### config.mk
export PLATFORM = sky130hd
export DESIGN_NAME = line_number_inserter
export DESIGN_NICKNAME = d
export VERILOG_FILES = /design/src/lni_pkg.sv /design/src/line_number_inserter.sv /design/src/lni_queue.sv /design/src/lni_front.sv /design/src/lni_back.sv
export SDC_FILE = /design/constraint.sdc
export NUM_CORES = 1
export LEC_CHECK = 0
export BUFFER_PORTS_ARGS = -buffer_cell sky130_fd_sc_hd__clkbuf_2
export CAP_MARGIN = 20
export CELL_PAD_IN_SITES_DETAIL_PLACEMENT = 0
export CELL_PAD_IN_SITES_GLOBAL_PLACEMENT = 1
export CORE_MARGIN = 1.5
export CORE_UTILIZATION = 30
export DETAILED_ROUTE_END_ITERATION = 10
export HOLD_SLACK_MARGIN = 0.06
export PLACE_DENSITY = 0.47
export SLEW_MARGIN = 30
export SYNTH_ARGS = -nofsm -noshare
export SYNTH_HDL_FRONTEND = slang
export SYNTH_SLANG_ARGS = --single-unit
### constraint.sdc
create_clock -name clk -period 10.75 [get_ports clk]
set_clock_uncertainty 0.05 [all_clocks]
set_input_delay 0.5375 -clock clk [delete_from_list [all_inputs] [get_ports clk]]
set_output_delay 0.5375 -clock clk [all_outputs]
set_load 0.02 [all_outputs]
### src/lni_pkg.sv
`default_nettype none
package lni_pkg;

  localparam logic [7:0] NL_BYTE    = 8'h0A;
  localparam logic [7:0] SPACE_BYTE = 8'h20;
  localparam logic [7:0] MINUS_BYTE = 8'h2D;
  localparam logic [7:0] ZERO_BYTE  = 8'h30;
  localparam int unsigned HOLD_DEPTH = 6;
  localparam int unsigned QUEUE_DEPTH = 4;

  typedef enum logic [2:0] {
    REG_DELIMITER  = 3'd0,
    REG_MODES      = 3'd1,
    REG_STYLE      = 3'd2,
    REG_INCREMENT  = 3'd3,
    REG_BLANK_RUN  = 3'd4,
    REG_START      = 3'd5,
    REG_WIDTH      = 3'd6,
    REG_SEPARATOR  = 3'd7
  } cfg_reg_t;

  typedef enum logic [1:0] {
    MODE_ALL      = 2'd0,
    MODE_NONEMPTY = 2'd1
  } mode_t;

  typedef enum logic [1:0] {
    STYLE_LEFT  = 2'd0,
    STYLE_RIGHT = 2'd1,
    STYLE_ZERO  = 2'd2
  } style_t;

  typedef struct packed {
    logic [15:0] delimiter_pair;
    logic [6:0]  section_modes;
    logic [1:0]  number_style;
    logic [31:0] increment;
    logic [15:0] blank_run;
    logic [31:0] start_number;
    logic [4:0]  field_width;
    logic [7:0]  separator_byte;
  } cfg_t;

  typedef struct packed {
    logic            pass;
    logic            num;
    logic [5:0][7:0] held;
    logic [2:0]      held_count;
    logic            has_byte;
    logic [7:0]      data;
  } job_t;

  typedef enum logic [2:0] {
    B_IDLE,
    B_CONV,
    B_SIZE,
    B_PREFIX,
    B_SEP,
    B_HELD,
    B_BYTE
  } back_state_t;

endpackage
`default_nettype wire

### src/line_number_inserter.sv
`default_nettype none
// Channel  | Handshake                 | Payload
// ---------+---------------------------+-----------------------------
// input    | in_valid / in_stall       | command, in_byte
// output   | out_valid / out_stall     | out_byte, last_of_run
// config   | cfg_write                 | cfg_index, cfg_data
//
// The front takes one request per cycle while its four-entry queue has room.
// Text inside a line leaves one byte per cycle while the output is not stalled. A line
// start first takes the job; when numbered, it converts the count from binary to
// decimal and sizes the field; then it emits the prefix, separator, held bytes and
// line byte in that order.
// Reset is synchronous and restores the configuration and control registers; data registers are not reset.
// A stalled output holds its byte while the front keeps accepting until the queue fills.
module line_number_inserter
  import lni_pkg::*;
#(
  parameter int MAX_WIDTH   = 16,
  parameter int NUMBER_BITS = 32
) (
  input  wire logic        clk,
  input  wire logic        rst,
  input  wire logic        cfg_write,
  input  wire logic [2:0]  cfg_index,
  input  wire logic [31:0] cfg_data,
  input  wire logic        in_valid,
  output logic             in_stall,
  input  wire logic        command,
  input  wire logic [7:0]  in_byte,
  output logic             out_valid,
  input  wire logic        out_stall,
  output logic [7:0]       out_byte,
  output logic             last_of_run
);

  localparam int QW = $bits(job_t) + NUMBER_BITS;

  cfg_t                   cfg;
  logic                   accept, push, pop, full, empty, reload;
  job_t                   job_in, job_out;
  logic [NUMBER_BITS-1:0] count_in, count_out;

  assign in_stall = full;
  assign accept   = in_valid && !full;
  assign reload   = cfg_write && cfg_reg_t'(cfg_index) == REG_START;

  always_ff @(posedge clk) begin
    if (rst) begin
      cfg.delimiter_pair <= 16'd23610;
      cfg.section_modes  <= 7'd102;
      cfg.number_style   <= 2'd1;
      cfg.increment      <= 32'd1;
      cfg.blank_run      <= 16'd1;
      cfg.start_number   <= 32'd1;
      cfg.field_width    <= 5'd6;
      cfg.separator_byte <= 8'd9;
    end else if (cfg_write) begin
      unique case (cfg_reg_t'(cfg_index))
        REG_DELIMITER: cfg.delimiter_pair <= cfg_data[15:0];
        REG_MODES:     cfg.section_modes  <= cfg_data[6:0];
        REG_STYLE:     cfg.number_style   <= cfg_data[1:0];
        REG_INCREMENT: cfg.increment      <= cfg_data;
        REG_BLANK_RUN: cfg.blank_run      <= cfg_data[15:0];
        REG_START:     cfg.start_number   <= cfg_data;
        REG_WIDTH:     cfg.field_width    <= cfg_data[4:0];
        REG_SEPARATOR: cfg.separator_byte <= cfg_data[7:0];
      endcase
    end
  end

  lni_front #(.NUMBER_BITS(NUMBER_BITS)) u_front (
    .clk         (clk),
    .rst         (rst),
    .cfg         (cfg),
    .reload      (reload),
    .reload_data (cfg_data),
    .accept      (accept),
    .command     (command),
    .in_byte     (in_byte),
    .push        (push),
    .job         (job_in),
    .job_count   (count_in)
  );

  lni_queue #(.WIDTH(QW)) u_queue (
    .clk   (clk),
    .rst   (rst),
    .push  (push),
    .wdata ({job_in, count_in}),
    .full  (full),
    .pop   (pop),
    .rdata ({job_out, count_out}),
    .empty (empty)
  );

  lni_back #(.MAX_WIDTH(MAX_WIDTH), .NUMBER_BITS(NUMBER_BITS)) u_back (
    .clk         (clk),
    .rst         (rst),
    .cfg         (cfg),
    .empty       (empty),
    .job         (job_out),
    .job_count   (count_out),
    .pop         (pop),
    .out_stall   (out_stall),
    .out_valid   (out_valid),
    .out_byte    (out_byte),
    .last_of_run (last_of_run)
  );

endmodule
`default_nettype wire

### src/lni_queue.sv
`default_nettype none
module lni_queue
  import lni_pkg::*;
#(
  parameter int WIDTH = 8
) (
  input  wire logic             clk,
  input  wire logic             rst,
  input  wire logic             push,
  input  wire logic [WIDTH-1:0] wdata,
  output logic                  full,
  input  wire logic             pop,
  output logic [WIDTH-1:0]      rdata,
  output logic                  empty
);

  localparam int AW = $clog2(QUEUE_DEPTH);

  logic [WIDTH-1:0] mem [QUEUE_DEPTH];
  logic [AW-1:0]    wptr;
  logic [AW-1:0]    rptr;
  logic [AW:0]      count;

  assign full  = (count == (AW+1)'(QUEUE_DEPTH));
  assign empty = (count == '0);
  assign rdata = mem[rptr];

  always_ff @(posedge clk) begin
    if (push) begin
      mem[wptr] <= wdata;
    end
  end

  always_ff @(posedge clk) begin
    if (rst) begin
      wptr  <= '0;
      rptr  <= '0;
      count <= '0;
    end else begin
      if (push) wptr <= wptr + 1'b1;
      if (pop) rptr <= rptr + 1'b1;
      if (push && !pop) count <= count + 1'b1;
      else if (pop && !push) count <= count - 1'b1;
    end
  end

endmodule
`default_nettype wire

### src/lni_front.sv
`default_nettype none
module lni_front
  import lni_pkg::*;
#(
  parameter int NUMBER_BITS = 32
) (
  input  wire logic                   clk,
  input  wire logic                   rst,
  input  wire cfg_t                   cfg,
  input  wire logic                   reload,
  input  wire logic [31:0]            reload_data,
  input  wire logic                   accept,
  input  wire logic                   command,
  input  wire logic [7:0]             in_byte,
  output logic                        push,
  output job_t                        job,
  output logic [NUMBER_BITS-1:0]      job_count
);

  logic [1:0]             current_section, current_section_next;
  logic [NUMBER_BITS-1:0] line_counter, line_counter_next;
  logic [15:0]            blank_count, blank_count_next;
  logic [5:0][7:0]        held_bytes, held_bytes_next;
  logic [2:0]             held_count, held_count_next;
  logic                   inside_line, inside_line_next;

  logic [NUMBER_BITS-1:0] inc_wide, start_wide, reload_wide;
  logic [7:0]  want;
  logic        is_nl, do_line, line_has, blank, num;
  logic [1:0]  mode;
  logic [15:0] blank_inc;

  generate
    if (NUMBER_BITS > 32) begin : g_wide
      assign inc_wide    = {{(NUMBER_BITS-32){cfg.increment[31]}}, cfg.increment};
      assign start_wide  = {{(NUMBER_BITS-32){cfg.start_number[31]}}, cfg.start_number};
      assign reload_wide = {{(NUMBER_BITS-32){reload_data[31]}}, reload_data};
    end else if (NUMBER_BITS == 32) begin : g_same
      assign inc_wide    = cfg.increment;
      assign start_wide  = cfg.start_number;
      assign reload_wide = reload_data;
    end else begin : g_narrow
      assign inc_wide    = cfg.increment[NUMBER_BITS-1:0];
      assign start_wide  = cfg.start_number[NUMBER_BITS-1:0];
      assign reload_wide = reload_data[NUMBER_BITS-1:0];
    end
  endgenerate

  always_comb begin
    current_section_next = current_section;
    line_counter_next    = line_counter;
    blank_count_next     = blank_count;
    held_bytes_next      = held_bytes;
    held_count_next      = held_count;
    inside_line_next     = inside_line;
    push      = 1'b0;
    do_line   = 1'b0;
    line_has  = 1'b0;
    blank     = 1'b0;
    num       = 1'b0;
    blank_inc = blank_count + 16'd1;
    is_nl     = (in_byte == NL_BYTE);
    want      = held_count[0] ? cfg.delimiter_pair[7:0] : cfg.delimiter_pair[15:8];
    unique case (current_section)
      2'd0:    mode = cfg.section_modes[1:0];
      2'd1:    mode = cfg.section_modes[3:2];
      default: mode = cfg.section_modes[5:4];
    endcase
    job.pass       = 1'b0;
    job.num        = 1'b0;
    job.held       = held_bytes;
    job.held_count = held_count;
    job.has_byte   = 1'b0;
    job.data       = in_byte;
    job_count      = line_counter;

    if (accept) begin
      if (command) begin
        if (!inside_line && held_count != 3'd0) begin
          do_line = 1'b1;
        end
        held_count_next  = 3'd0;
        inside_line_next = 1'b0;
      end else if (inside_line) begin
        push     = 1'b1;
        job.pass = 1'b1;
        if (is_nl) inside_line_next = 1'b0;
      end else if (is_nl && held_count >= 3'd2 && !held_count[0]) begin
        current_section_next = held_count[2:1] - 2'd1;
        blank_count_next     = 16'd0;
        if (cfg.section_modes[6]) line_counter_next = start_wide;
        held_count_next      = 3'd0;
      end else if (!is_nl && held_count < 3'(HOLD_DEPTH) && in_byte == want) begin
        held_bytes_next[held_count] = in_byte;
        held_count_next = held_count + 3'd1;
      end else begin
        do_line  = 1'b1;
        line_has = 1'b1;
      end
    end

    if (do_line) begin
      blank = line_has && held_count == 3'd0 && is_nl;
      priority case (mode)
        MODE_ALL: begin
          if (blank) begin
            if (blank_inc < cfg.blank_run) begin
              blank_count_next = blank_inc;
            end else begin
              num = 1'b1;
              blank_count_next = 16'd0;
            end
          end else begin
            num = 1'b1;
            blank_count_next = 16'd0;
          end
        end
        MODE_NONEMPTY: num = !blank;
        default:       num = 1'b0;
      endcase
      push         = 1'b1;
      job.num      = num;
      job.has_byte = line_has;
      if (num) line_counter_next = line_counter + inc_wide;
      held_count_next  = 3'd0;
      inside_line_next = line_has && !is_nl;
    end

    if (reload) line_counter_next = reload_wide;
  end

  always_ff @(posedge clk) begin
    held_bytes <= held_bytes_next;
  end

  always_ff @(posedge clk) begin
    if (rst) begin
      current_section <= 2'd1;
      line_counter    <= NUMBER_BITS'(1);
      blank_count     <= 16'd0;
      held_count      <= 3'd0;
      inside_line     <= 1'b0;
    end else begin
      current_section <= current_section_next;
      line_counter    <= line_counter_next;
      blank_count     <= blank_count_next;
      held_count      <= held_count_next;
      inside_line     <= inside_line_next;
    end
  end

endmodule
`default_nettype wire

### src/lni_back.sv
`default_nettype none
module lni_back
  import lni_pkg::*;
#(
  parameter int MAX_WIDTH   = 16,
  parameter int NUMBER_BITS = 32
) (
  input  wire logic                   clk,
  input  wire logic                   rst,
  input  wire cfg_t                   cfg,
  input  wire logic                   empty,
  input  wire job_t                   job,
  input  wire logic [NUMBER_BITS-1:0] job_count,
  output logic                        pop,
  input  wire logic                   out_stall,
  output logic                        out_valid,
  output logic [7:0]                  out_byte,
  output logic                        last_of_run
);

  localparam int ND   = (NUMBER_BITS * 3) / 10 + 1;
  localparam int FW_W = $clog2(MAX_WIDTH + 1);
  localparam int PW   = $clog2(ND + MAX_WIDTH + 2);
  localparam int CW   = $clog2(NUMBER_BITS);

  back_state_t state, state_next;

  logic [5:0][7:0]        held;
  logic [2:0]             held_count;
  logic                   has_byte;
  logic [7:0]             data;
  logic                   num;
  logic                   neg;
  logic [NUMBER_BITS-1:0] shreg;
  logic [ND*4-1:0]        bcd, bcd_adj;
  logic [CW-1:0]          cnt;
  logic [FW_W-1:0]        k;
  logic [2:0]             hi;
  logic [PW-1:0]          len, total, base;
  logic [PW-1:0]          nd_c, len_c, total_c, p, di;
  logic [3:0]             dig;
  logic [FW_W-1:0]        fw;
  logic                   can_load, emit, elast;
  logic [7:0]             ebyte, num_char;

  assign fw = (32'(cfg.field_width) > MAX_WIDTH) ? FW_W'(MAX_WIDTH) : FW_W'(cfg.field_width);
  assign can_load = !out_valid || !out_stall;

  always_comb begin
    for (int i = 0; i < ND; i++) begin
      bcd_adj[i*4 +: 4] = (bcd[i*4 +: 4] >= 4'd5) ? bcd[i*4 +: 4] + 4'd3 : bcd[i*4 +: 4];
    end
  end

  always_comb begin
    nd_c = PW'(1);
    for (int i = 1; i < ND; i++) begin
      if (bcd[i*4 +: 4] != 4'd0) nd_c = PW'(i + 1);
    end
    len_c   = nd_c + PW'(neg);
    total_c = (len_c < PW'(fw)) ? PW'(fw) : len_c;
  end

  always_comb begin
    p  = base + PW'(k);
    di = (cfg.number_style == STYLE_LEFT) ? len - PW'(1) - p : total - PW'(1) - p;
    dig = bcd[di*4 +: 4];
    num_char = ZERO_BYTE | {4'd0, dig};
    priority case (cfg.number_style)
      STYLE_LEFT: begin
        if (p < PW'(neg)) ebyte = MINUS_BYTE;
        else if (p < len) ebyte = num_char;
        else ebyte = SPACE_BYTE;
      end
      STYLE_ZERO: begin
        if (neg && p == '0) ebyte = MINUS_BYTE;
        else if (p < PW'(neg) + total - len) ebyte = ZERO_BYTE;
        else ebyte = num_char;
      end
      default: begin
        if (p < total - len) ebyte = SPACE_BYTE;
        else if (neg && p == total - len) ebyte = MINUS_BYTE;
        else ebyte = num_char;
      end
    endcase
    if (!num) ebyte = SPACE_BYTE;
  end

  always_comb begin
    state_next = state;
    unique case (state)
      B_IDLE: begin
        if (!empty && !job.pass) begin
          if (job.num) state_next = B_CONV;
          else if (fw != '0) state_next = B_PREFIX;
          else state_next = B_SEP;
        end
      end
      B_CONV: begin
        if (cnt == CW'(NUMBER_BITS - 1)) state_next = B_SIZE;
      end
      B_SIZE: begin
        state_next = (fw != '0) ? B_PREFIX : B_SEP;
      end
      B_PREFIX: begin
        if (can_load && k == fw - FW_W'(1)) state_next = B_SEP;
      end
      B_SEP: begin
        if (can_load) begin
          if (held_count != 3'd0) state_next = B_HELD;
          else if (has_byte) state_next = B_BYTE;
          else state_next = B_IDLE;
        end
      end
      B_HELD: begin
        if (can_load && hi == held_count - 3'd1) state_next = has_byte ? B_BYTE : B_IDLE;
      end
      B_BYTE: begin
        if (can_load) state_next = B_IDLE;
      end
      default: state_next = B_IDLE;
    endcase
  end

  always_comb begin
    pop   = 1'b0;
    emit  = 1'b0;
    elast = 1'b0;
    unique case (state)
      B_IDLE: begin
        if (!empty) begin
          if (job.pass) begin
            pop   = can_load;
            emit  = can_load;
            elast = 1'b1;
          end else begin
            pop = 1'b1;
          end
        end
      end
      B_PREFIX: emit = can_load;
      B_SEP: begin
        emit  = can_load;
        elast = (held_count == 3'd0) && !has_byte;
      end
      B_HELD: begin
        emit  = can_load;
        elast = (hi == held_count - 3'd1) && !has_byte;
      end
      B_BYTE: begin
        emit  = can_load;
        elast = 1'b1;
      end
      default: ;
    endcase
  end

  always_ff @(posedge clk) begin
    unique case (state)
      B_IDLE: begin
        held       <= job.held;
        held_count <= job.held_count;
        has_byte   <= job.has_byte;
        data       <= job.data;
        num        <= job.num;
        neg        <= job_count[NUMBER_BITS-1];
        shreg      <= job_count[NUMBER_BITS-1] ? -job_count : job_count;
        bcd        <= '0;
        cnt        <= '0;
        k          <= '0;
        hi         <= 3'd0;
        len        <= '0;
        total      <= PW'(fw);
        base       <= '0;
      end
      B_CONV: begin
        bcd   <= {bcd_adj[ND*4-2:0], shreg[NUMBER_BITS-1]};
        shreg <= {shreg[NUMBER_BITS-2:0], 1'b0};
        cnt   <= cnt + CW'(1);
      end
      B_SIZE: begin
        len   <= len_c;
        total <= total_c;
        base  <= total_c - PW'(fw);
      end
      B_PREFIX: if (can_load) k <= k + FW_W'(1);
      B_HELD:   if (can_load) hi <= hi + 3'd1;
      default: ;
    endcase
    if (emit) begin
      unique case (state)
        B_IDLE:   out_byte <= job.data;
        B_PREFIX: out_byte <= ebyte;
        B_SEP:    out_byte <= cfg.separator_byte;
        B_HELD:   out_byte <= held[hi];
        default:  out_byte <= data;
      endcase
      last_of_run <= elast;
    end
  end

  always_ff @(posedge clk) begin
    if (rst) begin
      state     <= B_IDLE;
      out_valid <= 1'b0;
    end else begin
      state <= state_next;
      if (can_load) out_valid <= emit;
    end
  end

endmodule
`default_nettype wire

## Yosys cells after proc, flatten, opt, wreduce, memory -nomap -nowiden

Memory sizes are Yosys's and may differ from the RTL's. A register that Yosys moved wholly into a read port is not among the register bits.
Cells that the tools add are included.

- Register bits after elaboration: 402
- Bits in writable memories: 376
- Input port bits: 49
- Output and inout bits: 11
- Word-level logic and storage cells: 333
- Memories: 1

Memories:

| memory | depth | width | rd ports | clocked after Yosys merged registers in | write ports | line | source |
|---|---|---|---|---|---|---|---|
| u_queue.mem | 4 | 94 | 1 | 1 | 1 | lni_queue.sv:19 | `logic [WIDTH-1:0] mem [QUEUE_DEPTH];` |

- Add/subtract/negate cells: 34
- $lt $le $gt $ge: 22
- Equality and inequality tests: 32
- Shifts and indexed selects: 1
- Muxes and demuxes: 118
- Bitwise logic cells: 3
- Reductions and logical operators: 77

Operators with widths:

| operator | number |
|---|---|
| 32-bit two-way mux | 9 |
| 16-bit two-way mux | 8 |
| 40-bit case mux with 2 select lines | 1 |
| 3-bit two-way mux | 22 |
| 32-bit case mux with 2 select lines | 1 |
| 8-bit two-way mux | 7 |
| 4-bit two-way mux | 13 |
| 5-bit case mux with 2 select lines | 5 |
| 48-bit bitwise mux | 1 |
| 4-bit by 3-bit >= comparator with 1-bit output, second input constant | 10 |
| 40-bit by 8-bit indexed part select with 4-bit output | 1 |
| 4-bit by 2-bit adder with 4-bit output, second input constant | 9 |
| 4-bit nonzero test | 9 |
| 32-bit adder | 1 |
| 32-bit negation | 1 |
| 8-bit case mux with 4 select lines | 1 |
| 1-bit two-way mux | 31 |
| 5-bit two-way mux | 6 |
| 5-bit subtractor | 5 |
| 8-bit binary-select mux with 3-bit select | 1 |
| 8-bit demux with 3-bit select | 1 |
| 3-bit equality test, second input constant | 8 |
| 3-bit case mux with 7 select lines | 1 |
| 1-bit logical AND | 20 |
| 52 further kinds | 115 |

## Longest topological paths before layout

- Depth in word-level cells: 17
- Depth in mapped cells: 23
- Mapped depth without buffers: 23

## Hierarchy

From an unflattened synthesis, not the netlist that was laid out.

- Cell total of the unflattened synthesis: 2754
- Area total of the unflattened synthesis: 36741.5 um^2

By module, submodules not included:

| module | times used | cells each | area each (um^2) | sequential area each (um^2) |
|---|---|---|---|---|
| lni_queue | 1 | 535 | 14057.2 | 11471.0 |
| lni_back | 1 | 1010 | 10775.3 | 5215.0 |
| lni_front | 1 | 766 | 7131.8 | 2522.4 |
| line_number_inserter | 1 | 443 | 4777.1 | 2362.3 |

## Least setup slack after synthesis

OpenSTA, ideal clock, no wires.

- Kind: register -> register
- Start point: reg u_back.state[2]
- End point: reg u_back.state[1]
- Setup time: 133 ps
- Arrival: 4659 ps
- Data required time: 10567 ps
- Setup slack: 5908 ps
- Cell stages (with the launch flop): 7
- Buffers on the path: 1
- Period minus slack after synthesis: 4842 ps
- Cell sequence: dfxtp_1 -> clkbuf_1 -> nor2_1 -> o311ai_1 -> and3_1 -> a21oi_1 -> a311oi_1

- Longest elaborated chain between the ends: 3
- Elaborated cells between the ends (all ways): 15
- Classes of those cells: eq/ne: 12; mux: 1; reduce/logical: 2

RTL lines:

| what | line | source |
|---|---|---|
| from (decl) | lni_back.sv:26 | `back_state_t state, state_next;` |
| from (signal assigned) | lni_back.sv:207 | `state <= state_next;` |
| 3-bit equality test (tied with other cells) | lni_back.sv:91 | `unique case (state)` |
| 2-bit by 1-bit != test with 1-bit output (no source line) | n/a |  |
| 6-bit AND reduction (no source line) | n/a |  |

Parallel ways exist; a longest one is shown, timed or not.
A chain may end at the register's enable or synchronous reset.

## Worst setup path after layout

- Start point: reg u_back.bcd[4]
- End point: reg u_back.base[4] (data pin)

- Longest elaborated chain between the ends: 15

RTL lines:

| what | line | source |
|---|---|---|
| from (decl) | lni_back.sv:35 | `logic [ND*4-1:0] bcd, bcd_adj;` |
| from (signal assigned) | lni_back.sv:177 | `bcd <= {bcd_adj[ND*4-2:0], shreg[NUMBER_BITS-1]};` |
| 4-bit nonzero test * | lni_back.sv:58 | `if (bcd[i*4 +: 4] != 4'd0) nd_c = PW'(i + 1);` |
| 2-bit two-way mux * (2 in a row) | lni_back.sv:58 |  |
| 3-bit two-way mux * (4 in a row) | lni_back.sv:58 |  |
| 4-bit two-way mux * (3 in a row) | lni_back.sv:58 |  |
| 4-bit by 1-bit adder with 5-bit output * | lni_back.sv:60 | `len_c = nd_c + PW'(neg);` |
| via u_back.len_c[1] | lni_back.sv:40 | `logic [PW-1:0] nd_c, len_c, total_c, p, di;` |
| 5-bit less-than comparator | lni_back.sv:61 | `total_c = (len_c < PW'(fw)) ? PW'(fw) : len_c;` |
| 5-bit two-way mux * | lni_back.sv:61 |  |
| 5-bit subtractor * | lni_back.sv:184 | `base <= total_c - PW'(fw);` |
| 5-bit case mux with 2 select lines * | lni_back.sv:159 | `unique case (state)` |
| to (signal assigned) | lni_back.sv:184 |  |
| to (decl) | lni_back.sv:39 | `logic [PW-1:0] len, total, base;` |

Mark *: on every way through the listed nets, which the timed path passes. The rest lies on a longest branch.

==> run metrics <==
crit path max fanout=9; layout cells sized above 1=0.139; vias in the first global route=roughly 22000; row count=126; drt via density=4.88; # clock sinks=780; outcome=finished clean; DRT iter0 DRCs=around 1300; Setup Crit Path Kind=flop to flop; Final #Nets=3036; H-tree depth=3; Leak=between 0.01 and 0.015 uW; maxcap violations=0; DRC=0; FF/Latch Area=21600 um^2; min Tclk post-route=roughly 5.3 ns; Seq/Total Area, Yosys=0.607; pin count of the biggest net entering global routing=78; total grt overflow=0; routed len/inst=20.9 um; CTS tree=done; I/O Buffers=59; area of the multi-input gates=13100 um^2; Async SR Flop Fraction=0; ys flop type=edfxtp_1; arrival time at the worst endpoint=5.76 ns; HP Class=input pin to flop; Ys Warns=0; mapped cell area=about 36000 um^2; root buf cell=clkbuf_16; Max Freq=0.188 GHz; setup TNS=0 ns; most common library cell in the layout ignoring fill and taps=edfxtp_1; CP Launch Type=flop; PnR Total Power=10200 uW; pwr dens=roughly 250 nW/um^2; peak supply drop=0.145 mV; Worst setup EP type=flop; Avg Cell Area, Syn=12.9 um^2; vias post-DR=between 20000 and 25000; GP Congestion=0.757; fin. max-slew vios=0; DIE HEIGHT=approximately 350 um; Synth cell types=88; Gate Count Post-Synth=between 2000 and 3000; Fill cells=11400; initial antenna violation count=1; CTS clock-pin slew for the worst setup and hold paths=0.06 ns; clk_lat worst skew=0.66 ns; Setup Buffers After CTS=0; final non-filler cell total=4452; Final Hold Viols=0; Core ar.=around 120000 um^2; commonest non-fill, non-tap cells in the layout=595 x edfxtp_1, 342 x nand2_1, 214 x a21oi_1, 183 x dfxtp_1, 171 x nor2_1; relative max-transition margin=0.375; Boundary Pins=60; first-pass GRT wire length=around 140 mm; Worst Tran Pin Value=0.937 ns; full die area=121000 um^2; fin crit share=0.495; #FFs+latches synth=780; number of flops mapped to enable cells by yosys=595; Hold WS=0.123 ns; width of the die=347 um; hpwl dp=approximately 60 mm; setup violators final=0; Num CTS Buffers=90; placed cell count=4274; RSZ-0062 raised after global routing=false; Initial Util=0.302; DRT Pass-1 Iters=5; Post-DRT Antenna Nets=0; WL final=93.0 mm; worst endpoint required time=~11 ns; Synth-to-Final Area Change=14.7%; clock buffer depth=3; gr usage total=0.154
==> critical path: stages (launching register included) <==
cell and delay [ns]:
edfxtp_1 0.43, inv_1 0.12, ha_1 0.22, nor3b_1 0.38, o21ai_0 0.16, a21oi_1 0.15, o21ai_0 0.09, a21boi_0 0.25
ha_1 0.23, ha_1 0.28, ha_1 0.28, a21o_1 0.15, a21o_1 0.17, maj3_1 0.36, a21oi_2 0.37, mux2i_1 0.14
ha_1 0.22, fa_1 0.40, inv_1 0.08, a21o_1 0.10, a21oi_1 0.06, or3_1 0.31, a21oi_1 0.16
==> flip-flops by register name, indices dropped and copies added (netlist names), 16 cells and up, named ones only <==
register	cells
cfg	118
u_queue.mem	376
u_front.blank_count	16
u_back.bcd	40
u_front.job_count	32
u_back.shreg	32
u_back.held	48
u_front.job	48
==> metrics by stage <==
step	setup WS (ns)	util	cell area (um^2)
after floorplan	5.91	-	35500
after global placement	5.52	0.319	37600
after detailed placement	5.46	0.319	37600
after CTS	5.44	0.346	40700
after global routing	4.94	0.346	40700
final	5.43	0.346	40700
==> synthesized netlist by cell type, drive strengths merged (11+ instances only) <==
cell    count  area, um^2
clkbuf     84         317
o22ai      18         113
mux2       30         338
a21oi     215        1080
nand2b     26         163
xnor2      79         692
inv       120         450
buf        26         146
nor2b      19         119
o21a       11        82.6
nand4      13        81.3
or3        13        81.3
dfxtp     185        3700
nand2     343        1290
ha        135        1690
and2       14        87.6
xor2       54         473
nor2      182         686
nand3      32         160
nand3b     13        97.6
mux4      110        2480
mux2i      69         694
nor4       18         119
a21o       27         203
nor3       40         205
a31oi      18         119
edfxtp    595       17900
and3       23         144
o21ai     105         526
==> where the power goes <==
group	switching, uW	internal (uW)
registers	288	3830
logic	1760	1240
clock network	1270	1850
==> kinds of logic after synthesis <==
group           share of synthesized area
simple gates                       0.0973
flops                               0.607
xor+xnor                           0.0334
fa+ha+maj                          0.0535
mux                                0.0988
buf+inv                            0.0258
other cells                      0.000106
compound gates                     0.0842
==> area by class of cell <==
cell class,instances,area share
repair buffers,100,0.0162
diodes,2,0.000123
inverters,121,0.0111
multi-input cells,1749,0.323
clock inverters,57,0.0157
flip-flops and latches,780,0.530
clock buffers,107,0.0576
well taps,1536,0.0472
==> per-layer routing <==
| layer | vias up | global-route usage | part of all wire |
|---|---|---|---|
| li1 | 10400 | - | - |
| met2 | 363 | 0.248 | 0.46 |
| met1 | 10900 | 0.217 | 0.48 |
| met4 | 0 | 0.0385 | 0.017 |
| met5 | - | 0 | 0 |
| met3 | 106 | 0.0227 | 0.040 |
==> path summary, 6_finish.rpt <==
kind                                    start          endpoint  slack, ns  cells after the start
worst min register to register        cfg[15]           cfg[15]       0.40                      2
worst min-delay path                out_stall  u_back.out_valid       0.12                      3
worst max register to register  u_back.bcd[4]    u_back.base[4]       5.43                     22
worst max-delay path            u_back.bcd[4]    u_back.base[4]       5.43                     22
==> timing repair <==
action	4_1_cts	5_1_grt
endpoints found under the hold margin	25	0
resized for setup	0	0
hold buffers	12	0
Power figures use the tool's default switching activity.
